File: src/rtl/pll_pkg.sv
package pll_pkg;

    localparam int MaxPoints = 64;
    localparam int IdxW      = $clog2(MaxPoints);
    localparam int CntW      = 7;
    localparam int DataW     = 32;

    typedef enum logic [1:0] {
        REG_BEFORE = 2'd0,
        REG_INSIDE = 2'd1,
        REG_PAST   = 2'd2
    } t_region;

    // Interpolation job handed from the search to the math engine.
    typedef struct packed {
        logic [DataW-1:0] mag;   // |y1-y0|, up to 2^32-1
        logic [DataW-1:0] dx;    // q - x0, unsigned
        logic [DataW-1:0] d;     // x1 - x0, unsigned, nonzero
        logic [DataW-1:0] y0;
        logic             neg;   // dy negative
        logic             interp;
        t_region          region;
    } t_job;

endpackage

File: src/rtl/pll_back.sv
module pll_back (
    input  logic                      i_clk,
    input  logic                      i_rst_n,
    input  logic                      i_valid,
    input  pll_pkg::t_job             i_job,
    output logic                      o_pop,
    output logic                      o_idle,
    output logic                      o_done,
    output logic [pll_pkg::DataW-1:0] o_y_value,
    output logic [1:0]                o_region
);
    import pll_pkg::*;

    localparam int PW = 2 * DataW;

    typedef enum logic [3:0] {
        B_IDLE = 4'b0001,
        B_MULH = 4'b0010,
        B_DIV  = 4'b0100,
        B_DONE = 4'b1000
    } t_bstate;

    t_bstate          r_state;
    t_job             r_job;
    logic [PW-1:0]    r_num;      // dividend shifting out, quotient shifting in
    logic [DataW:0]   r_rem;
    logic [PW-1:0]    r_prod_lo;
    logic [6:0]       r_cnt;
    logic [DataW:0]   trial;
    logic [DataW:0]   sh_rem;
    logic [DataW-1:0] quo;

    // restoring divider, one quotient bit a cycle
    assign sh_rem = {r_rem[DataW-1:0], r_num[PW-1]};
    assign trial  = sh_rem - {1'b0, r_job.d};
    assign quo    = r_num[DataW-1:0];

    always_ff @(posedge i_clk) begin
        o_done <= 1'b0;
        if (!i_rst_n) begin
            r_state <= B_IDLE;
        end else begin
            unique case (r_state)
                B_IDLE: begin
                    if (i_valid) begin
                        r_job   <= i_job;
                        r_state <= i_job.interp ? B_MULH : B_DONE;
                    end
                end
                B_MULH: begin
                    // 32x32 product, registered
                    r_prod_lo <= PW'(r_job.mag) * PW'(r_job.dx);
                    r_rem     <= '0;
                    r_cnt     <= 7'(PW);
                    r_state   <= B_DIV;
                end
                B_DIV: begin
                    if (r_cnt == 7'(PW)) begin
                        r_num <= r_prod_lo;
                        r_cnt <= r_cnt - 7'd1;
                    end else begin
                        if (!trial[DataW]) begin
                            r_rem <= trial;
                            r_num <= {r_num[PW-2:0], 1'b1};
                        end else begin
                            r_rem <= sh_rem;
                            r_num <= {r_num[PW-2:0], 1'b0};
                        end
                        if (r_cnt == 7'd0) r_state <= B_DONE;
                        else r_cnt <= r_cnt - 7'd1;
                    end
                end
                B_DONE: begin
                    o_done   <= 1'b1;
                    o_region <= r_job.region;
                    if (!r_job.interp)   o_y_value <= r_job.y0;
                    else if (r_job.neg)  o_y_value <= r_job.y0 - quo;
                    else                 o_y_value <= r_job.y0 + quo;
                    r_state <= B_IDLE;
                end
                default: r_state <= B_IDLE;
            endcase
        end
    end

    assign o_pop  = (r_state == B_IDLE) && i_valid;
    assign o_idle = (r_state == B_IDLE);

endmodule

File: config.mk
export PLATFORM = sky130hd
export DESIGN_NAME = pll_back
export DESIGN_NICKNAME = d
export VERILOG_FILES = /design/src/rtl/pll_pkg.sv /design/src/rtl/pll_back.sv
export SDC_FILE = /design/constraint.sdc
export NUM_CORES = 2
export LEC_CHECK = 0
export BUFFER_PORTS_ARGS = -buffer_cell sky130_fd_sc_hd__buf_2
export CAP_MARGIN = 20
export CORE_ASPECT_RATIO = 0.6
export CORE_MARGIN = 8
export CORE_UTILIZATION = 45
export DETAILED_ROUTE_END_ITERATION = 8
export HOLD_SLACK_MARGIN = 0.1
export PLACE_DENSITY_LB_ADDON = 0.25
export REMOVE_ABC_BUFFERS = 1
export SYNTH_ARGS = -nofsm -noshare
export SYNTH_HDL_FRONTEND = slang
export SYNTH_SLANG_ARGS = --single-unit
File: constraint.sdc
create_clock -name i_clk -period 12.9 [get_ports i_clk]
set_input_delay 1.935 -clock i_clk [delete_from_list [all_inputs] [get_ports i_clk]]
set_output_delay 1.935 -clock i_clk [all_outputs]
set_load 0.02 [all_outputs]
==> flow_summary_export.csv <==
group,metric,value,unit
clock_network,clk_path_buf_depth,3,
grt,grt_usage,0.2152,
sta,maxSlewHeadroom,0.3844,
detailed_routing,highest_layer,"met5",
clock_network,cts-root-buf,"clkbuf_16",
clock_network,post_cts_resized,0,
detailed_routing,first_pass_iters,5,
placement,dp.cells,6355,
grt,antenna_found_initial,4,
sta,worst-slew-pin-transition,0.9234,ns
cells_and_area,utilization,0.4851,
synthesis,synth_area_leader_cell,"fa_1",
cells_and_area,fin_cells,6428,
placement,hpwl,100100,um
detailed_routing,routed_wl,129200,um
placement,gp_congestion,0.8961,
detailed_routing,met1Wirelength,60570,um
min_path,hp-class,"flip-flop to flip-flop",
clock_network,post_cts_buffers,0,
floorplanning,die_w,443.7,um
detailed_routing,drc,0,
sta,fin_crit_sh,0.6752,
cells_and_area,multi_input_area,0.03479,mm^2
sta,setup_viol,0,
worst_setup_path,critical-path-slowest-cell,"nor3_1",
cells_and_area,drive_gt1_frac,0.08285,
detailed_routing,ant_nets,0,
cells_and_area,seqCellArea,0.01010,mm^2
cells_and_area,areaGrowthSynthToFinish,7.306,%
clock_network,clk_pin_slew,0.06,ns
synthesis,async_flop_share,0,
synthesis,avgSynthCellArea,10.04,um^2
worst_setup_path,crit_required,13.22,ns
flow_run,drv_cap,0,
floorplanning,core,0.1093,mm^2
sta,fmax,114.8,MHz
clock_network,cts_tree,"done",
clock_network,cts_buffers,39,
detailed_routing,wl_per_cell,20.11,um
placement,portBuffers,171,
cells_and_area,fin_nets,6319,
sta,min_period,8.709,ns
detailed_routing,vias,33870,
detailed_routing,met3_wirelength,10450,um
synthesis,synth_top_cell_area_share,0.3640,
grt,overflow,0,
synthesis,ys_seq_area_frac,0.2045,
floorplanning,chipHeight,272.6,um
worst_setup_path,crit_top_cell,"fa_1",
worst_setup_path,cp_max_fo,20,
floorplanning,io_pins,172,
cells_and_area,stdcell_area,0.05300,mm^2
grt,grt_pass1_wl,206600,um
synthesis,ys_warn_count,0,
synthesis,ys_top_cells_by_area,"fa_1 (36%), edfxtp_1 (20%), ha_1 (8.3%), and2_1 (7.8%), inv_1 (7.3%)",
sta,rsz0062_at_grt,"no",
grt,grt_max_degree,66,
detailed_routing,first_iter_violations,2428,
floorplanning,row_count,94,
grt,grt_pass1_vias,35720,
sta,fin_worst_skew,0.05403,ns
sta,tns,0,ns
worst_setup_path,critPathLaunchType,"flip-flop",
worst_setup_path,arrival,9.03,ns
synthesis,netlist_instances,4919,
clock_network,clk_latency,0.62,ns
clock_network,cts_sinks,338,
sta,hold_viol,0,
sta,finalMaxSlewViolations,0,
floorplanning,initial_core_util,0.4520,
synthesis,syn-cell-area,0.04939,mm^2
worst_setup_path,slowest_delay,0.75,ns
detailed_routing,post_drt_via_cell_ratio,5.268,
clock_network,h-tree-depth,2,
worst_setup_path,crit_type,"flip-flop to flip-flop",
clock_network,ctsHoldBuffers,0,
synthesis,ys_types,75,
cells_and_area,fillers,10150,
detailed_routing,route.met2.wl,55980,um
worst_setup_path,end_kind,"flip-flop",
floorplanning,dieArea,0.1210,mm^2
synthesis,synth-main-ff-cell,"edfxtp_1",
synthesis,synth_seq_cells,338,
synthesis,synth_edf_count,333,
placement,place_area,0.05169,mm^2
run_status,status,"finished clean",
==> per-stage QoR <==
step                worst slack [ns]  hold slack [ns]
finish                         4.191           0.4229
global route                   3.853           0.4257
CTS                            4.129           0.4253
detailed placement             4.202           0.4110
global placement               4.303           0.4018
floorplan                      5.393           0.4003
==> worst paths after layout <==
| path | start | endpoint | slack, ns | cells past startpoint |
|---|---|---|---|---|
| setup / recovery | r_job[70] | r_prod_lo[48] | 4.19 | 26 |
| hold / removal | r_job[1] | o_region[1] | 0.42 | 0 |
| setup reg to reg | r_job[70] | r_prod_lo[48] | 4.19 | 26 |
| hold reg to reg | r_job[1] | o_region[1] | 0.42 | 0 |
==> layout by cell type, fill, tap and decap left out, types with 47 or more instances in the layout <==
cell type | netlist | routed
nor2_1 | 95 | 94
edfxtp_1 | 333 | 333
a21o_1 | 83 | 83
ha_1 | 329 | 329
mux2_2 | 84 | 84
nand2_1 | 546 | 546
fa_1 | 898 | 898
xnor2_1 | 100 | 100
and2_1 | 614 | 613
buf_2 | 8 | 171
buf_4 | 0 | 75
o21ai_0 | 58 | 58
inv_1 | 955 | 955
a21oi_1 | 181 | 181
xor2_1 | 47 | 47
==> flip-flops by register name, indices dropped and copies added, names as in the netlist <==
signal	flops
r_job	132
r_num	64
r_prod_lo	64
o_y_value	32
r_rem	32
r_cnt	7
r_state	4
o_region	2
o_done	1
==> per-layer routing <==
layer | track usage | up-vias
met5 | 0.001983 | -
met4 | 0.03912 | 2
met3 | 0.04802 | 134
met2 | 0.3253 | 1143
met1 | 0.3209 | 17310
li1 | - | 15270
==> worst max-delay path, delay by kind of cell (launching register included) <==
family | cells | cell delay [ns]
AND/OR/NAND/NOR | 4 | 1.34
XOR/XNOR | 1 | 0.11
flip-flops | 1 | 0.66
buffers and inverters | 7 | 0.58
AO/OA/AOI/OAI | 5 | 1.39
adder cells (fa/ha/maj) | 9 | 4.32
==> synth_stat cells, drive strengths merged (4+ instances only) <==
cell       n
o31ai     12
xor2      48
or2        4
nand2b    17
and2     615
a311oi     4
a21boi     5
nand2    546
edfxtp   333
nand4     28
buf       14
o211ai     8
nand3     38
inv      955
ha       329
nor3      33
nor4b      4
nor2      95
xnor2    101
dfxtp      5
o21ai     71
mux2      84
and3      14
a21oi    185
o22ai      5
clkbuf   236
a211oi     8
nor2b     18
a21o      83
nor3b      5
a2111oi    5
or3       11
o21bai    22
nor4       8
fa       898
o21a      12
a31oi     18
==> area by class of cell <==
type / instances / share of cell area
timing repair buffer: 247 / 0.02729
multi-input combinational: 3376 / 0.6564
clock inverter: 24 / 0.005170
inverter: 955 / 0.06764
tap: 1440 / 0.03400
sequential: 338 / 0.1906
antenna: 3 / 0.0001416
clock buffer: 45 / 0.01884
==> cells by family (layout without fill, tap and decap cells) <==
| group | Yosys count | count (layout) | share of synthesized area |
|---|---|---|---|
| xor gates and xnor gates | 149 | 149 | 0.02673 |
| buffers and inverters | 1205 | 1271 | 0.09178 |
| and+or+nand+nor | 1449 | 1449 | 0.1504 |
| other | 0 | 3 | 0 |
| muxes | 86 | 86 | 0.01956 |
| adders and majority gates | 1227 | 1227 | 0.4473 |
| AOI/OAI and AO/OA | 465 | 465 | 0.05976 |
| DFF | 338 | 338 | 0.2045 |
Power is not shown: default switching activity piles up to over one toggle a cycle in this logic, so the estimate is an artifact.
