$ cat src/rtl/pll_pkg.sv
package pll_pkg;

    localparam int MaxPoints = 64;
    localparam int IdxW      = $clog2(MaxPoints);
    localparam int CntW      = 7;
    localparam int DataW     = 32;

    typedef enum logic [1:0] {
        REG_BEFORE = 2'd0,
        REG_INSIDE = 2'd1,
        REG_PAST   = 2'd2
    } t_region;

    // Interpolation job handed from the search to the math engine.
    typedef struct packed {
        logic [DataW-1:0] mag;   // |y1-y0|, up to 2^32-1
        logic [DataW-1:0] dx;    // q - x0, unsigned
        logic [DataW-1:0] d;     // x1 - x0, unsigned, nonzero
        logic [DataW-1:0] y0;
        logic             neg;   // dy negative
        logic             interp;
        t_region          region;
    } t_job;

endpackage

$ cat src/rtl/pll_front.sv
module pll_front (
    input  logic                      i_clk,
    input  logic                      i_rst_n,
    input  logic                      i_start,
    input  logic                      i_command,
    input  logic [pll_pkg::IdxW-1:0]  i_point_index,
    input  logic [pll_pkg::DataW-1:0] i_point_x,
    input  logic [pll_pkg::DataW-1:0] i_point_y,
    input  logic [pll_pkg::DataW-1:0] i_query_x,
    input  logic [pll_pkg::CntW-1:0]  i_count,
    input  logic                      i_job_full,
    output logic                      o_busy,
    output logic                      o_job_valid,
    output pll_pkg::t_job             o_job
);
    import pll_pkg::*;

    typedef enum logic [3:0] {
        S_IDLE = 4'b0001,
        S_SCAN = 4'b0010,
        S_PREV = 4'b0100,
        S_PUSH = 4'b1000
    } t_state;

    logic [DataW-1:0] r_mem_x [MaxPoints];
    logic [DataW-1:0] r_mem_y [MaxPoints];
    t_state           r_state, n_state;
    logic [CntW-1:0]  r_i, n_i;
    logic [CntW-1:0]  r_n;
    logic [DataW-1:0] r_q;
    logic [IdxW-1:0]  r_raddr, n_raddr;
    logic [DataW-1:0] r_rx, r_ry;
    logic [DataW-1:0] r_x1, r_y1;
    t_job             r_job, n_job;
    logic             r_rd_ok, n_rd_ok;
    logic [CntW-1:0]  eff_n;
    logic             hit;
    logic signed [DataW:0] dy;

    always_comb begin
        if (i_count < CntW'(2))              eff_n = CntW'(2);
        else if (i_count > CntW'(MaxPoints)) eff_n = CntW'(MaxPoints);
        else                                 eff_n = i_count;
    end

    // table write and registered read
    always_ff @(posedge i_clk) begin
        if (i_start && !o_busy && !i_command) begin
            r_mem_x[i_point_index] <= i_point_x;
            r_mem_y[i_point_index] <= i_point_y;
        end
        r_rx <= r_mem_x[r_raddr];
        r_ry <= r_mem_y[r_raddr];
    end

    assign hit = $signed(r_rx) > $signed(r_q);
    assign dy  = $signed({r_y1[DataW-1], r_y1}) - $signed({r_ry[DataW-1], r_ry});

    // search sequencer: one slot at a time; the table read is registered
    always_comb begin
        n_state = r_state;
        n_i     = r_i;
        n_raddr = r_raddr;
        n_job   = r_job;
        n_rd_ok = 1'b0;
        unique case (r_state)
            S_IDLE: begin
                if (i_start && i_command) begin
                    n_state = S_SCAN;
                    n_i     = '0;
                    n_raddr = '0;
                end
            end
            S_SCAN: begin
                n_rd_ok = 1'b1;
                if (r_rd_ok) begin
                    if (hit && r_i == '0) begin
                        n_job.interp = 1'b0;
                        n_job.region = REG_BEFORE;
                        n_job.y0     = r_ry;
                        n_state      = S_PUSH;
                    end else if (hit) begin
                        n_raddr = IdxW'(r_i - CntW'(1));
                        n_state = S_PREV;
                        n_rd_ok = 1'b0;
                    end else if (r_i + CntW'(1) == r_n) begin
                        n_job.interp = 1'b0;
                        n_job.region = REG_PAST;
                        n_job.y0     = r_ry;
                        n_state      = S_PUSH;
                    end else begin
                        n_i     = r_i + CntW'(1);
                        n_raddr = IdxW'(r_i + CntW'(1));
                        n_rd_ok = 1'b0;
                    end
                end else begin
                    n_raddr = IdxW'(r_i);
                end
            end
            S_PREV: begin
                n_rd_ok = 1'b1;
                if (r_rd_ok) begin
                    n_job.interp = 1'b1;
                    n_job.region = REG_INSIDE;
                    n_job.y0     = r_ry;
                    n_job.neg    = dy[DataW];
                    n_job.mag    = dy[DataW] ? DataW'(-dy) : dy[DataW-1:0];
                    n_job.dx     = r_q - r_rx;
                    n_job.d      = r_x1 - r_rx;
                    n_state      = S_PUSH;
                end
            end
            S_PUSH: begin
                if (!i_job_full) n_state = S_IDLE;
            end
            default: n_state = S_IDLE;
        endcase
    end

    // after a read settles, raddr tracks r_i; r_rd_ok marks valid read data
    always_ff @(posedge i_clk) begin
        if (!i_rst_n) begin
            r_state <= S_IDLE;
            r_rd_ok <= 1'b0;
        end else begin
            r_state <= n_state;
            r_rd_ok <= n_rd_ok;
        end
        r_i     <= n_i;
        r_raddr <= n_raddr;
        r_job   <= n_job;
        if (r_state == S_IDLE) begin
            r_q <= i_query_x;
            r_n <= eff_n;
        end
        if (r_state == S_SCAN) begin
            r_x1 <= r_rx;
            r_y1 <= r_ry;
        end
    end

    assign o_busy      = (r_state != S_IDLE);
    assign o_job_valid = (r_state == S_PUSH) && !i_job_full;
    assign o_job       = r_job;

endmodule

$ cat config.mk
export PLATFORM = sky130hd
export DESIGN_NAME = pll_front
export DESIGN_NICKNAME = d
export VERILOG_FILES = /design/src/rtl/pll_pkg.sv /design/src/rtl/pll_front.sv
export SDC_FILE = /design/constraint.sdc
export NUM_CORES = 2
export LEC_CHECK = 0
export BUFFER_PORTS_ARGS = -buffer_cell sky130_fd_sc_hd__clkbuf_2
export CAP_MARGIN = 25
export CORE_ASPECT_RATIO = 0.75
export CORE_MARGIN = 8
export CORE_UTILIZATION = 55
export DETAILED_ROUTE_END_ITERATION = 10
export HOLD_SLACK_MARGIN = 0.02
export PLACE_DENSITY_LB_ADDON = 0.12
export SLEW_MARGIN = 20
export SYNTH_ARGS = -nofsm -noshare
export SYNTH_HDL_FRONTEND = slang
export SYNTH_SLANG_ARGS = --single-unit
$ cat constraint.sdc
create_clock -name i_clk -period 5.1 [get_ports i_clk]
set_input_delay 1.02 -clock i_clk [delete_from_list [all_inputs] [get_ports i_clk]]
set_output_delay 1.02 -clock i_clk [all_outputs]
set_load 0.005 [all_outputs]
==> flow_metrics.env <==
export IMPL_synth_edff_count=4343
export IMPL_cts_buffer_depth=4
export IMPL_top_usage_layer="met1"
export IMPL_max_clock_freq_mhz=236
export IMPL_utilization_pct=62.8
export IMPL_min_to="r_q[16]"
export IMPL_path_clk_slew_ns=0.06
export IMPL_io_buffer_count=247
export IMPL_clockRootBuffer="clkbuf_16"
export IMPL_power_total_mw=103
export IMPL_cts_repair_resized=0
export IMPL_ys_warn_count=0
export IMPL_hold_buffers=0
export IMPL_io_pins=248
export IMPL_syn_to_final_growth_pct=13.7
export IMPL_place_gp_congestion=0.850
export IMPL_slowest_delay_ns=0.59
export IMPL_drc=0
export IMPL_synth_top_area_share_pct=76.1
export IMPL_use_met2_pct=39.7
export IMPL_fin_worst_skew_ns=0.0562
export IMPL_reg2reg_to="o_job[67]"
export IMPL_nets=8157
export IMPL_final_cell_mix="edfxtp_1, mux4_2, clkbuf_16"
export IMPL_maxCapViolations=0
export IMPL_final_common_cell="edfxtp_1"
export IMPL_rows=177
export IMPL_ys_seq_area_share_pct=76.9
export IMPL_postCtsSetupBuffers=0
export IMPL_layout_setup_ws_ns=0.858
export IMPL_crit_path_cell_trace="inv_1 > ha_1 > nor2b_1 > o21ai_0 > a21boi_0 > o21ai_0 > a31oi_1 > o21ai_0 > a21boi_0 > a41oi_1 > mux2i_1 > o311ai_0"
export IMPL_fin_crit_sh_pct=83.2
export IMPL_end_kind="flip-flop"
export IMPL_yosysTopAreaCell="edfxtp_1"
export IMPL_drt_iter0_drc=11100
export IMPL_r2r_slack_ns=0.86
export IMPL_ir_drop_mv=0.456
export IMPL_antenna_found_initial=42
export IMPL_path_buf_inv=1
export IMPL_syn_inst=7282
export IMPL_synth_top_cells_by_area="edfxtp_1, mux4_2, ha_1"
export IMPL_outcome="completed"
export IMPL_worstHoldPathType="input port to flip-flop"
export IMPL_insertion_delay_ns=0.97
export IMPL_drv_slew=0
export IMPL_drt_wl_total_um=444000
export IMPL_die_w_um=660
export IMPL_grt_overflow=0
export IMPL_crit_slowest_cell="a21boi_0"
export IMPL_yosysUniqueCellTypes=101
export IMPL_synth_flop_cell="edfxtp_1"
export IMPL_pre_cts_ws_ns=0.932
export IMPL_synthArstFlopShare_pct=0
export IMPL_maxSlewHeadroom_pct=29.4
export IMPL_crit_required_ns=5.74
export IMPL_p_leak_nw=61.4
export IMPL_power_density_nw_per_um2=530
export IMPL_postRouteAntennaNets=0
export IMPL_arrival_ns=4.88
export IMPL_reg2reg_depth=12
export IMPL_use_met1_pct=41.9
export IMPL_grt_pass1_wl_um=624000
export IMPL_critPathKind="flip-flop to flip-flop"
export IMPL_hold_viol=0
export IMPL_dp_hpwl_um=245000
export IMPL_hold_start="i_query_x[16]"
export IMPL_period_minus_slack_ns=4.24
export IMPL_post_drt_wl_per_cell_um=35.9
export IMPL_routed_via_density=6.70
export IMPL_final_cell_area_sq_um=195000
export IMPL_dieArea_sq_um=330000
export IMPL_r2r_start="r_rx[1]"
export IMPL_avgSynthCellArea_sq_um=23.5
export IMPL_hold_path_depth=1
export IMPL_whs_ns=0.258
export IMPL_drive_gt1_share_pct=31.5
export IMPL_die_height_um=499
export IMPL_grt_usage_pct=26.6
export IMPL_vias=82900
export IMPL_cp_common_cell="o21ai_0"
export IMPL_synth_cell_area_sq_um=171000
export IMPL_grt_max_degree=98
export IMPL_grt_pass1_vias=81500
export IMPL_start_util_pct=55.2
export IMPL_firstDrtPassIters=6
export IMPL_use_met3_pct=4.89
export IMPL_worstPathMaxFanout=5
export IMPL_ys_ff_latch=4412
export IMPL_worst_slew_pin_slew_ns=1.06
export IMPL_fp_coreArea_sq_um=310000
export IMPL_rsz0062_at_grt="false"
export IMPL_cp_start_kind="flip-flop"
export IMPL_synth_nets=7528
export IMPL_setup_violations=0
export IMPL_crit_family="compound AO/OA/AOI/OAI gates"
export IMPL_htreeDepth=5
export IMPL_placed_area_sq_um=181000
export IMPL_cts_tree="done"
export IMPL_cts_sinks=4412
export IMPL_cts_buffers=414
[Yosys cell counts, drive strengths merged (35+ instances only)]
cell type and n:
edfxtp 4343, mux4 1344, clkbuf 245, nor2 182, inv 131, ha 129, a21oi 100, buf 90
nand2 84, xnor2 73, dfxtp 69, o21ai 69, a21o 50, xor2 46, nand3 35
[per-layer routing]
layer	wire (um)	share of wire, %
met5	107	0.024
met4	9870	2.2
met3	42800	9.6
met2	203000	46
met1	189000	42
[area by class of cell]
type	instances	area, sq um
fill	20600	115000
clock inverter	220	2210
multi-input combinational	2404	38200
inverter	131	494
sequential	4412	132000
clock buffer	534	11200
tap	4117	5150
timing repair buffer	548	5640
antenna	18	45.0
[flip-flops by register name (all words and copies together) (netlist names)]
register,count
r_raddr,6
o_job,131
r_mem_x,2048
r_x1,32
r_q,32
r_y1,32
r_rx,32
r_mem_y,2048
r_rd_ok,1
r_n,7
r_i,7
r_state,4
r_ry,32
[logic make-up (layout without fill, tap and decap cells)]
logic type,after synthesis,count (layout),share of synthesized area (%)
buffers and inverters,466,1433,1.05
AO/OA/AOI/OAI,346,346,1.39
flip-flops,4412,4412,76.9
XOR/XNOR,119,119,0.613
multiplexers,1348,1348,17.7
other,0,18,0
AND/OR/NAND/NOR,459,459,1.32
adder cells (fa/ha/maj),132,132,0.977
[power by group]
part           leakage [nW]  total [mW]  switching, mW  internal (mW)
Clock                  6.52        30.7           13.1           17.6
Sequential             39.7        41.7          0.505           41.2
Combinational          15.2        30.9           16.3           14.6
[worst reg2reg max path: cells and delay by family (launching register included)]
family / cells / cell delay [ns]
AO/OA/AOI/OAI: 8 / 2.81
AND/OR/NAND/NOR: 1 / 0.13
flip-flops: 1 / 0.45
multiplexers: 1 / 0.17
adder cells (fa/ha/maj): 1 / 0.29
buffers and inverters: 1 / 0.11
[worst max path at each step]
stage / start / endpoint / slack [ns] / cells past startpoint
finish: r_rx[1] / o_job[67] / 0.86 / 12
global route: r_rx[1] / o_job[67] / 0.35 / 12
CTS: r_rx[1] / o_job[67] / 0.88 / 12
detailed placement: r_rx[1] / o_job[67] / 0.93 / 12
global placement: r_rx[1] / o_job[67] / 0.97 / 12
floorplan: r_state[3] / r_mem_x[31][0] / -0.36 / 7
[metrics by stage]
step / setup TNS [ns] / cells
3_5_place_dp: 0 / 11600
6_report: 0 / 12400
3_3_place_gp: 0 / 11600
5_1_grt: 0 / 12400
4_1_cts: 0 / 12300
2_1_floorplan: -1191.27 / 7282
Note: power is estimated with default switching activity, not from simulation.
