`src/rtl/pll_pkg.sv`:
```
package pll_pkg;

    localparam int MaxPoints = 64;
    localparam int IdxW      = $clog2(MaxPoints);
    localparam int CntW      = 7;
    localparam int DataW     = 32;

    typedef enum logic [1:0] {
        REG_BEFORE = 2'd0,
        REG_INSIDE = 2'd1,
        REG_PAST   = 2'd2
    } t_region;

    // Interpolation job handed from the search to the math engine.
    typedef struct packed {
        logic [DataW-1:0] mag;   // |y1-y0|, up to 2^32-1
        logic [DataW-1:0] dx;    // q - x0, unsigned
        logic [DataW-1:0] d;     // x1 - x0, unsigned, nonzero
        logic [DataW-1:0] y0;
        logic             neg;   // dy negative
        logic             interp;
        t_region          region;
    } t_job;

endpackage

```
`src/rtl/pll_queue.sv`:
```
module pll_queue (
    input  logic          i_clk,
    input  logic          i_rst_n,
    input  logic          i_push,
    input  pll_pkg::t_job i_job,
    input  logic          i_pop,
    output logic          o_full,
    output logic          o_valid,
    output pll_pkg::t_job o_job
);
    import pll_pkg::*;

    t_job       r_slot [2];
    logic       r_wp, r_rp;
    logic [1:0] r_cnt;

    // two-entry ring between search and math
    always_ff @(posedge i_clk) begin
        if (i_push) r_slot[r_wp] <= i_job;
        if (!i_rst_n) begin
            r_wp  <= 1'b0;
            r_rp  <= 1'b0;
            r_cnt <= '0;
        end else begin
            if (i_push) r_wp <= ~r_wp;
            if (i_pop)  r_rp <= ~r_rp;
            r_cnt <= r_cnt + 2'(i_push) - 2'(i_pop);
        end
    end

    assign o_full  = (r_cnt == 2'd2);
    assign o_valid = (r_cnt != 2'd0);
    assign o_job   = r_slot[r_rp];

endmodule

```
`config.mk`:
```
export PLATFORM = sky130hd
export DESIGN_NAME = pll_queue
export DESIGN_NICKNAME = d
export VERILOG_FILES = /design/src/rtl/pll_pkg.sv /design/src/rtl/pll_queue.sv
export SDC_FILE = /design/constraint.sdc
export NUM_CORES = 1
export LEC_CHECK = 0
export BUFFER_PORTS_ARGS = -buffer_cell sky130_fd_sc_hd__clkbuf_2
export CAP_MARGIN = 20
export CORE_ASPECT_RATIO = 1.25
export CORE_MARGIN = 2
export CORE_UTILIZATION = 40
export DETAILED_ROUTE_END_ITERATION = 8
export GPL_TIMING_DRIVEN = 0
export SETUP_SLACK_MARGIN = 0.02
export SYNTH_ARGS = -nofsm -noshare
export SYNTH_HDL_FRONTEND = slang
export SYNTH_SLANG_ARGS = --single-unit
```
`constraint.sdc`:
```
create_clock -name i_clk -period 13.48 [get_ports i_clk]
set_clock_uncertainty 0.05 [all_clocks]
set_input_delay 2.022 -clock i_clk [delete_from_list [all_inputs] [get_ports i_clk]]
set_output_delay 2.022 -clock i_clk [all_outputs]
set_load 0.02 [all_outputs]
```
==> summary.md, run 1 <==
| Metric | Value |
|---|---|
| Status | `finished, final reports clean` |
| Syn Area/Cell | `23.34 µm²` |
| I/O Buffers | `269` |
| CTS tree | `done` |
| Sequential cell area fraction in the yosys report | `79.61%` |
| Die Span X | `146.0 µm` |
| Mapped Cells | `432` |
| Crit path cell chain | `buf_6, buf_8, buf_6, mux2_4, clkbuf_2` |
| Crit Path Max Fanout | `10` |
| Placed cell count | `1,037` |
| Dpl ws | `9718 ps` |
| Post-route setup slack | `9535 ps` |
| PostCTS Resize Cnt | `0` |
| Final period util | `29.26%` |
| HP Class | `reg2reg` |
| Max Cap Violations | `0` |
| Setup_tns | `0 ps` |
| Placed cell areas | `0.01200 mm²` |
| Rows | `64` |
| Reg2reg end | `r_slot[0][123]$_DFFE_PP_` |
| FMAX | `253.5 MHz` |
| Starting density of the core | `40.88%` |
| Max-slew headroom | `52.71%` |
| Type of the worst setup path | `reg2out` |
| Final Power | `1.938 mW` |
| Fin area | `0.01284 mm²` |
| Most used cell along the critical path | `buf_6` |
| Routed Antenna Nets | `0` |
| Clock root cell | `clkbuf_16` |
| Vert. Die Dim | `181.5 µm` |
| Fin nets | `873` |
| Largest net degree at the start of global routing | `66` |
| Min Hold Slack | `527.3 ps` |
| Lkg Pwr | `5.062 nW` |
| Crit end category | `output pin` |
| Max Slew Vio Count | `0` |
| Clock Latency Late Sink | `510 ps` |
| Worst Setup Start Kind | `register` |
| Remaining global-route overflow | `0` |
| Final Hold Fails | `0` |
| CP peak stage delay | `320 ps` |
| Synthesized net count | `570` |
| Synth Register Bits | `269` |
| Total number of vias | `5,011` |
| DR WL/cell | `17.39 µm` |
| Yosys Warn Count | `0` |
| Tmin final | `3945 ps` |
| Most common cell after layout, fill and taps aside | `clkbuf_2` |
| Gpl congestion | `0.7050` |
| Total track usage | `13.81%` |
| # DRC | `0` |
| Post-synth cell types | `15` |
| Finished Core Util | `52.07%` |
| Worst hold stages | `2` |
| Peak supply drop | `0.0001243 V` |
| Slowest stage cell on the critical path | `dfxtp_1` |
| RSZ-0062 raised after global routing | `no` |
| Setup bufs post-CTS | `0` |
| First-pass GRT wire length | `29,040 µm` |
| Setup violators final | `0` |
| Area grow syn2layout | `27.37%` |
| HPWL after DPL | `13,520 µm` |
| Most frequent cells in the layout | `clkbuf_2 (269), edfxtp_1 (264), mux2_4 (80)` |
| Diode count | `0` |
| WP data required | `11,410 ps` |
| Pwr dens | `150.9 mW/mm²` |
| Setup slack, reg-to-reg | `11,620 ps` |
| Slew @ Worst Pin | `707.9 ps` |
| DRT Pass-1 Iters | `4` |
| Area of the core | `0.02466 mm²` |
| Clk slew on worst S/H paths | `60 ps` |
| Reg-to-reg startpoint | `r_wp$_SDFFE_PN0P_` |
| Share of cells above drive strength 1 | `61.19%` |
| Clock buffer depth | `3` |
| Die Outline Area | `0.02650 mm²` |
| Critical path arrival | `1870 ps` |
| Total CTS buffers | `26` |
| Via-to-Cell Ratio | `4.618` |
| CTS H-Tree Depth | `1` |
| Vias in the first global route | `5,553` |
| WL final | `18,870 µm` |
| Clk sinks | `269` |
| Final cell count without fillers | `1,085` |
| Initial DRC count | `197` |
| Worst Reg-to-Reg Cells | `3` |
| Initial antenna violation count | `0` |
| Mapped Area | `0.01008 mm²` |
| # hold bufs at CTS | `0` |
| HP Start | `r_rp$_SDFFE_PN0P_` |
| Ports | `270` |
-- layout make-up --
type                            count  area, µm²
Buffer                             15      141.4
Clock buffer                       40      754.5
Clock inverter                      8      93.84
Fill cell                        2065      11820
Inverter                            2      7.507
Multi-Input combinational cell    146       1917
Sequential cell                   269       8028
Tap cell                          330      412.9
Timing Repair Buffer              275       1489
-- worst max path at each step --
stage | start | to | slack (ps) | cells after the start
CTS | register | o_job[56] | 9470 | 5
finish | register | o_job[56] | 9540 | 5
global placement | i_push | r_slot[0][113]$_DFFE_PP_ | 1910 | 2
detailed placement | i_push | r_slot[0][123]$_DFFE_PP_ | 9720 | 4
global route | register | o_job[56] | 9450 | 5
floorplan | i_push | r_slot[0][0]$_DFFE_PP_ | 5020 | 1
-- critical path, delay by kind of cell (launching register included) --
family / cells / cell delay [ps]
flops: 1 / 320
mux: 1 / 310
buf+inv: 4 / 720
-- kinds of logic (layout without fill, tap and decap cells) --
logic type,Yosys count,in the layout,synth area share (%)
AO/OA/AOI/OAI,1,1,0.07448
XOR/XNOR,2,2,0.3102
adder cells (fa/ha/maj),2,2,0.2481
buffers and inverters,17,340,1.477
flip-flops,269,269,79.61
multiplexers,132,132,17.72
AND/OR/NAND/NOR,9,9,0.5583
-- where the power goes --
part	switching (mW)	internal, mW	leakage [nW]
logic	0.139	0.114	2.13
registers	0.0108	0.967	2.52
clock network	0.285	0.423	0.408
-- sequential cells by signal (all words and copies together) (netlist names), named ones only --
register  flops
r_cnt         2
r_rp          1
r_wp          1
r_slot      264
-- synthesized netlist by cell type --
| cell | instances | area (µm²) |
|---|---|---|
| and2_1 | 4 | 25.02 |
| edfxtp_1 | 264 | 7928 |
| buf_2 | 5 | 25.02 |
| inv_1 | 2 | 7.510 |
| nor2b_1 | 4 | 25.02 |
| buf_8 | 1 | 15.01 |
| mux2_2 | 52 | 585.6 |
| o21a_1 | 1 | 7.510 |
| ha_1 | 2 | 25.02 |
| buf_6 | 9 | 101.4 |
| or2_2 | 1 | 6.260 |
| xor2_1 | 1 | 8.760 |
| dfxtp_1 | 5 | 100.1 |
| mux2_4 | 80 | 1201 |
| xnor3_1 | 1 | 22.52 |
-- routing by layer --
layer | wire [µm] | vias to the layer above | share of wire (%) | global-route usage [%]
met5 | 0 | - | 0 | 0
met4 | 528 | 0 | 2.8 | 4.583
met3 | 1460 | 34 | 7.7 | 3.894
met2 | 10060 | 190 | 53 | 26.02
met1 | 6825 | 2469 | 36 | 14.81
li1 | - | 2318 | - | -
(Power assumes the default switching activity.)
==> inputs of run 2 (changes only) <==
--- a/config.mk
+++ b/config.mk
@@ -12,6 +12,7 @@
 export CORE_UTILIZATION = 40
 export DETAILED_ROUTE_END_ITERATION = 8
 export GPL_TIMING_DRIVEN = 0
+export PLACE_DENSITY = 0.66
 export SETUP_SLACK_MARGIN = 0.02
 export SYNTH_ARGS = -nofsm -noshare
 export SYNTH_HDL_FRONTEND = slang
==> constraint.sdc (replaced) <==
create_clock -name i_clk -period 3.27 [get_ports i_clk]
set_clock_uncertainty 0.05 [all_clocks]
set_input_delay 0.4905 -clock i_clk [delete_from_list [all_inputs] [get_ports i_clk]]
set_output_delay 0.4905 -clock i_clk [all_outputs]
set_load 0.02 [all_outputs]
==> run 2 against run 1 <==
Effect of this change:
- cell count about the same
- critical endpoint is now o_job[124]
- wire length fell by 1.4%
- first-iteration DRC count is 14% lower
- via count fell by 0.58%
- clock-buffer cell count is 12 lower
- design area down 0.40%
- sequential cell count is the same
- clock power grew to 4.0 times the previous value
- sequential share of layout area is 0.25 points higher
- global-route usage fell by 0.33 points
==> summary.md, run 2 (synthesis results as in run 1) <==
| Metric | Value |
|---|---|
| Final period util | `72.06%` |
| Critical path arrival | `1820 ps (-50 ps)` |
| DR WL/cell | `17.16 µm (-1.3%)` |
| Crit path cell chain | `buf_6, buf_8, buf_6, mux2_4, clkbuf_2` |
| Remaining global-route overflow | `0 (unchanged)` |
| Type of the worst setup path | `reg2out` |
| Ports | `270 (unchanged)` |
| CTS tree | `done` |
| Most frequent cells in the layout | `clkbuf_2 (269), edfxtp_1 (264), mux2_4 (80)` |
| Routed Antenna Nets | `0 (unchanged)` |
| Area grow syn2layout | `26.86%` |
| Fin area | `0.01279 mm² (-0.40%)` |
| Total track usage | `13.48% (-0.33 points)` |
| Internal | `6.095 mW (+310%)` |
| Pwr dens | `617.5 mW/mm² (+310%)` |
| HPWL after DPL | `13,410 µm (-0.81%)` |
| Clock Latency Late Sink | `520 ps (about the same)` |
| Post-route setup slack | `913.5 ps (-8622 ps)` |
| Clk slew on worst S/H paths | `60 ps (about the same)` |
| Most common cell after layout, fill and taps aside | `clkbuf_2` |
| Clock root cell | `clkbuf_16` |
| CP peak stage delay | `320 ps (about the same)` |
| Slew @ Worst Pin | `548.6 ps (-159.3 ps)` |
| Vias in the first global route | `5,448 (-1.9%)` |
| Area occupied by multi-input gates | `0.001917 mm² (unchanged)` |
| Max Slew Vio Count | `0 (unchanged)` |
| Crit path max-delay family | `buffers and inverters` |
| Largest regs | `r_slot (264), r_cnt (2)` |
| Initial antenna violation count | `2 (+2)` |
| Rows | `64 (unchanged)` |
| Clk pwr share | `35.9% (-0.6 points)` |
| Clk sinks | `269 (unchanged)` |
| WL final | `18,600 µm (-1.4%)` |
| Slowest stage cell on the critical path | `dfxtp_1` |
| Max Cap Violations | `0 (unchanged)` |
| Crit end category | `output pin` |
| Gate power share | `13.1% (about the same)` |
| Clock buffer depth | `3 (unchanged)` |
| Initial DRC count | `170 (-14%)` |
| Via-to-Cell Ratio | `4.596 (-0.49%)` |
| Setup violators final | `0 (unchanged)` |
| Area of the core | `0.02466 mm² (unchanged)` |
| First-pass GRT wire length | `28,230 µm (-2.8%)` |
| I/O Buffers | `269 (unchanged)` |
| Placed cell areas | `0.01198 mm² (-0.13%)` |
| # hold bufs at CTS | `0 (unchanged)` |
| Status | `finished, final reports clean` |
| Largest register by flop count | `r_slot` |
| Most used cell along the critical path | `buf_6` |
| Setup slack, reg-to-reg | `1580 ps (-10,040 ps)` |
| CP Buf/Inv Count | `4 (unchanged)` |
| Setup bufs post-CTS | `0 (unchanged)` |
| Lkg Pwr | `5.036 nW (-0.51%)` |
| CTS H-Tree Depth | `1 (unchanged)` |
| Vert. Die Dim | `181.5 µm (unchanged)` |
| RSZ-0062 raised after global routing | `no` |
| Seq pwr share | `51.0% (+0.5 points)` |
| Gpl congestion | `0.7262 (+3.0%)` |
| Sw Ratio | `22.85% (+0.43 points)` |
| HP Class | `in2reg` |
| Die Outline Area | `0.02650 mm² (unchanged)` |
| Total number of vias | `4,982 (-0.58%)` |
| Max-slew headroom | `63.43% (+11 points)` |
| WP data required | `2730 ps (-8680 ps)` |
| PostCTS Resize Cnt | `0 (unchanged)` |
| FMAX | `424.4 MHz` |
| Final Hold Fails | `0 (unchanged)` |
| DRT Pass-1 Iters | `4 (unchanged)` |
| Fin nets | `872 (-0.11%)` |
| Fillers | `2,062 (-0.15%)` |
| Die Span X | `146.0 µm (unchanged)` |
| Total CTS buffers | `25 (-3.8%)` |
| Share of cells above drive strength 1 | `61.35% (+0.16 points)` |
| Tmin final | `2356 ps` |
| Largest net degree at the start of global routing | `58 (-12%)` |
| Starting density of the core | `40.88% (unchanged)` |
| Worst Setup Start Kind | `register` |
| Crit Path Max Fanout | `10 (unchanged)` |
| Number of flip-flops in the largest register | `264 (unchanged)` |
| Peak supply drop | `0.0004637 V (+270%)` |
| Dpl ws | `1286 ps (-8431 ps)` |
| # DRC | `0 (unchanged)` |
| FF/Latch Area | `0.008028 mm² (unchanged)` |
| P_sw | `1.805 mW (+320%)` |
run 2: cell count changes in the layout (fill, tap and decap cells not counted):
cell        change
bufinv_16       +1
buf_12          +2
diode_2         +1
clkbuf_1        -7
clkinv_1        +5
inv_6           +2
clkinvlp_4      +1
clkbuf_8        -3
clkinv_2        +1
clkbuf_16       -2
buf_16          -2
run 2: area by class of cell:
type | count | share of cell area, %
clock buffer | 28 | 4.978
antenna | 1 | 0.01956
buffer | 15 | 1.105
inverter | 2 | 0.05869
clock inverter | 18 | 1.350
timing repair buffer | 275 | 11.52
tap | 330 | 3.228
sequential | 269 | 62.75
multi-input combinational | 146 | 14.98
run 2: stage by stage:
step                cells  util, %  setup TNS [ps]  power (mW)  hold slack [ps]
floorplan             432        -               0       4.781            504.6
global placement     1031    48.05         -130260       5.118            517.1
detailed placement   1037    48.57               0       5.159            525.2
CTS                  1083    51.86               0       8.002            79.13
global route         1083    51.86               0       8.179            87.93
finish               1084    51.87               0       7.900            107.8
run 2: path summary, 6_finish.rpt:
kind                      from                  endpoint  depth (start not counted)
min                  i_job[35]   r_slot[0][35]$_DFFE_PP_                          1
min reg2reg  r_rp$_SDFFE_PN0P_         r_rp$_SDFFE_PN0P_                          2
max                   register                o_job[124]                          5
max reg2reg  r_wp$_SDFFE_PN0P_  r_slot[1][125]$_DFFE_PP_                          2
run 2: power by group through the flow:
stage	clock, mW	combinational [mW]	sequential, mW
after floorplan	0	0.681	4.10
after global placement	0	1.01	4.11
after detailed placement	0	1.05	4.11
after CTS	2.91	1.06	4.03
after global routing	3.03	1.10	4.04
final	2.83	1.03	4.03
run 2: per-layer routing:
metal / wire, µm / track usage, % / up-vias / part of all wire [%]
met5: 13 / 0 / - / 0.070
met4: 586 / 4.932 / 2 / 3.1
met3: 1384 / 3.869 / 46 / 7.4
met2: 9798 / 25.17 / 180 / 53
met1: 6821 / 14.41 / 2435 / 37
li1: - / - / 2319 / -
==> inputs of run 3 (changes only) <==
--- a/config.mk
+++ b/config.mk
@@ -12,7 +12,6 @@
 export CORE_UTILIZATION = 40
 export DETAILED_ROUTE_END_ITERATION = 8
 export GPL_TIMING_DRIVEN = 0
-export PLACE_DENSITY = 0.66
 export SETUP_SLACK_MARGIN = 0.02
 export SYNTH_ARGS = -nofsm -noshare
 export SYNTH_HDL_FRONTEND = slang
==> constraint.sdc (replaced) <==
create_clock -name i_clk -period 2.45 [get_ports i_clk]
set_clock_uncertainty 0.05 [all_clocks]
set_input_delay 0.3675 -clock i_clk [delete_from_list [all_inputs] [get_ports i_clk]]
set_output_delay 0.3675 -clock i_clk [all_outputs]
set_load 0.02 [all_outputs]
==> run 3 against run 2 <==
Effect of this change:
- combinational power up 51%
- global-route usage is 1.3 points higher
- sequential power grew 33%
- cell count rose by 12%
- non-clock buffer count grew 132
- wire length up 9.2%
- total power up 34%
- clock power is 30% higher
- utilization increased by 5.3 points
- sequential cell count unchanged
- largest cell class unchanged
==> summary.md, run 3 (synthesis results as in run 1) <==
| Metric | Value |
|---|---|
| Setup_tns | `0 ps (unchanged)` |
| DR WL/cell | `16.70 µm (-2.7%)` |
| Peak supply drop | `0.0006181 V (+33%)` |
| Type of the worst setup path | `reg2out` |
| Busiest grt layer | `met2` |
| Placed cell count | `1,037 (unchanged)` |
| Die Span X | `146.0 µm (unchanged)` |
| Final Power | `10.62 mW (+34%)` |
| Most common cell after layout, fill and taps aside | `clkbuf_2` |
| Via-to-Cell Ratio | `4.535 (-1.3%)` |
| Total number of vias | `5,515 (+11%)` |
| Finished Core Util | `57.15% (+5.3 points)` |
| GRT met1 Usage | `16.51% (+2.1 points)` |
| Vias in the first global route | `6,063 (+11%)` |
| Die Outline Area | `0.02650 mm² (unchanged)` |
| Tmin final | `2251 ps` |
| Clock buffer depth | `3 (unchanged)` |
| Clock Latency Late Sink | `510 ps (about the same)` |
| # DRC | `0 (unchanged)` |
| Gpl congestion | `0.6815 (-6.2%)` |
| Largest regs | `r_slot (264), r_cnt (2)` |
| CTS H-Tree Depth | `1 (unchanged)` |
| Worst Setup Start Kind | `register` |
| Placed cell areas | `0.01199 mm² (about the same)` |
| Routed Antenna Nets | `0 (unchanged)` |
| HPWL after DPL | `13,570 µm (+1.2%)` |
| Fillers | `1,965 (-4.7%)` |
| Initial DRC count | `108 (-36%)` |
| Rows | `64 (unchanged)` |
| Max Slew Vio Count | `0 (unchanged)` |
| M2 GR Usage | `27.36% (+2.2 points)` |
| Vert. Die Dim | `181.5 µm (unchanged)` |
| WL final | `20,310 µm (+9.2%)` |
| Min Hold Slack | `65.80 ps (-42.00 ps)` |
| Setup bufs post-CTS | `0 (unchanged)` |
| Final cell count without fillers | `1,216 (+12%)` |
| Starting density of the core | `40.88% (unchanged)` |
| Lkg Pwr | `5.580 nW (+11%)` |
| Area of the core | `0.02466 mm² (unchanged)` |
| First-pass GRT wire length | `31,220 µm (+11%)` |
| Setup violators final | `0 (unchanged)` |
| Fin area | `0.01410 mm² (+10%)` |
| Crit Path Max Fanout | `10 (unchanged)` |
| Global-route track usage on met3 | `4.296% (+0.43 points)` |
| Status | `finished, final reports clean` |
| DRT Pass-1 Iters | `4 (unchanged)` |
| Max Cap Violations | `0 (unchanged)` |
| Final Hold Fails | `0 (unchanged)` |
| Initial antenna violation count | `2 (unchanged)` |
| Clk slew on worst S/H paths | `50 ps (about the same)` |
| HP Class | `in2reg` |
| Largest register by flop count | `r_slot` |
| Max-slew headroom | `49.67% (-14 points)` |
| Total track usage | `14.78% (+1.3 points)` |
| Ports | `270 (unchanged)` |
| Clk sinks | `269 (unchanged)` |
| Clock root cell | `clkbuf_16` |
| Remaining global-route overflow | `0 (unchanged)` |
| RSZ-0062 raised after global routing | `no` |
| Post-route setup slack | `199.0 ps (-714.5 ps)` |
| Area grow syn2layout | `39.79%` |
| Critical path arrival | `1830 ps (about the same)` |
| WP data required | `2030 ps (-700 ps)` |
| Share of cells above drive strength 1 | `51.92% (-9.4 points)` |
| Fin nets | `1,006 (+15%)` |
| Total CTS buffers | `27 (+8.0%)` |
| Pwr dens | `753.3 mW/mm² (+22%)` |
| CTS tree | `done` |
| I/O Buffers | `269 (unchanged)` |
| Final period util | `91.88%` |
| Crit end category | `output pin` |
| Dpl ws | `150.0 ps (-1136 ps)` |
| Slew @ Worst Pin | `753.4 ps (+204.8 ps)` |
| Most frequent cells in the layout | `clkbuf_2 (269), edfxtp_1 (264), dlygate4sd3_1 (132)` |
| Largest net degree at the start of global routing | `58 (unchanged)` |
| Number of flip-flops in the largest register | `264 (unchanged)` |
| FMAX | `444.3 MHz` |
-- run 3: cell type report --
| cell class | instances | area, µm² | area share (%) |
|---|---|---|---|
| flip-flops and latches | 269 | 8028 | 56.95 |
| diodes | 2 | 5.005 | 0.03551 |
| clock buffers | 32 | 694.4 | 4.926 |
| repair buffers | 407 | 2803 | 19.88 |
| well taps | 330 | 412.9 | 2.929 |
| inverters | 2 | 7.507 | 0.05326 |
| clock inverters | 13 | 87.58 | 0.6213 |
| multi-input cells | 146 | 1917 | 13.60 |
| plain buffers | 15 | 141.4 | 1.003 |
-- run 3: critical path, cell delays in order (launching register included) --
cell and delay [ps]:
dfxtp_1 320, buf_6 130, buf_8 170, buf_6 200
mux2_4 310, clkbuf_2 170
-- run 3: power breakdown --
group	internal [mW]	switching, mW	leakage [nW]
logic	0.759	0.805	2.68
clock network	2.10	1.57	0.378
registers	5.32	0.0593	2.52
total	8.18	2.44	5.58
-- run 3: worst paths after layout --
check                                        from                 endpoint  slack, ps  cells after the start
worst max-delay path                     register                o_job[63]        200                      5
worst min-delay path                      i_rst_n      r_cnt[0]$_SDFF_PN0_         70                      2
worst max register to register  r_wp$_SDFFE_PN0P_  r_slot[0][96]$_DFFE_PP_        400                      4
worst min register to register  r_rp$_SDFFE_PN0P_                 register        540                      2
-- run 3: repair_timing --
action | CTS | global route
gates resized for setup | 0 | 0
hold buffers | 132 | 0
endpoints found under the hold margin | 264 | 0
-- run 3: layer usage --
metal / vias to the layer above / part of all wire, %
met1: 2680 / 38
met2: 207 / 52
met3: 36 / 7.5
met5: - / 0
met4: 0 / 2.2
li1: 2592 / -
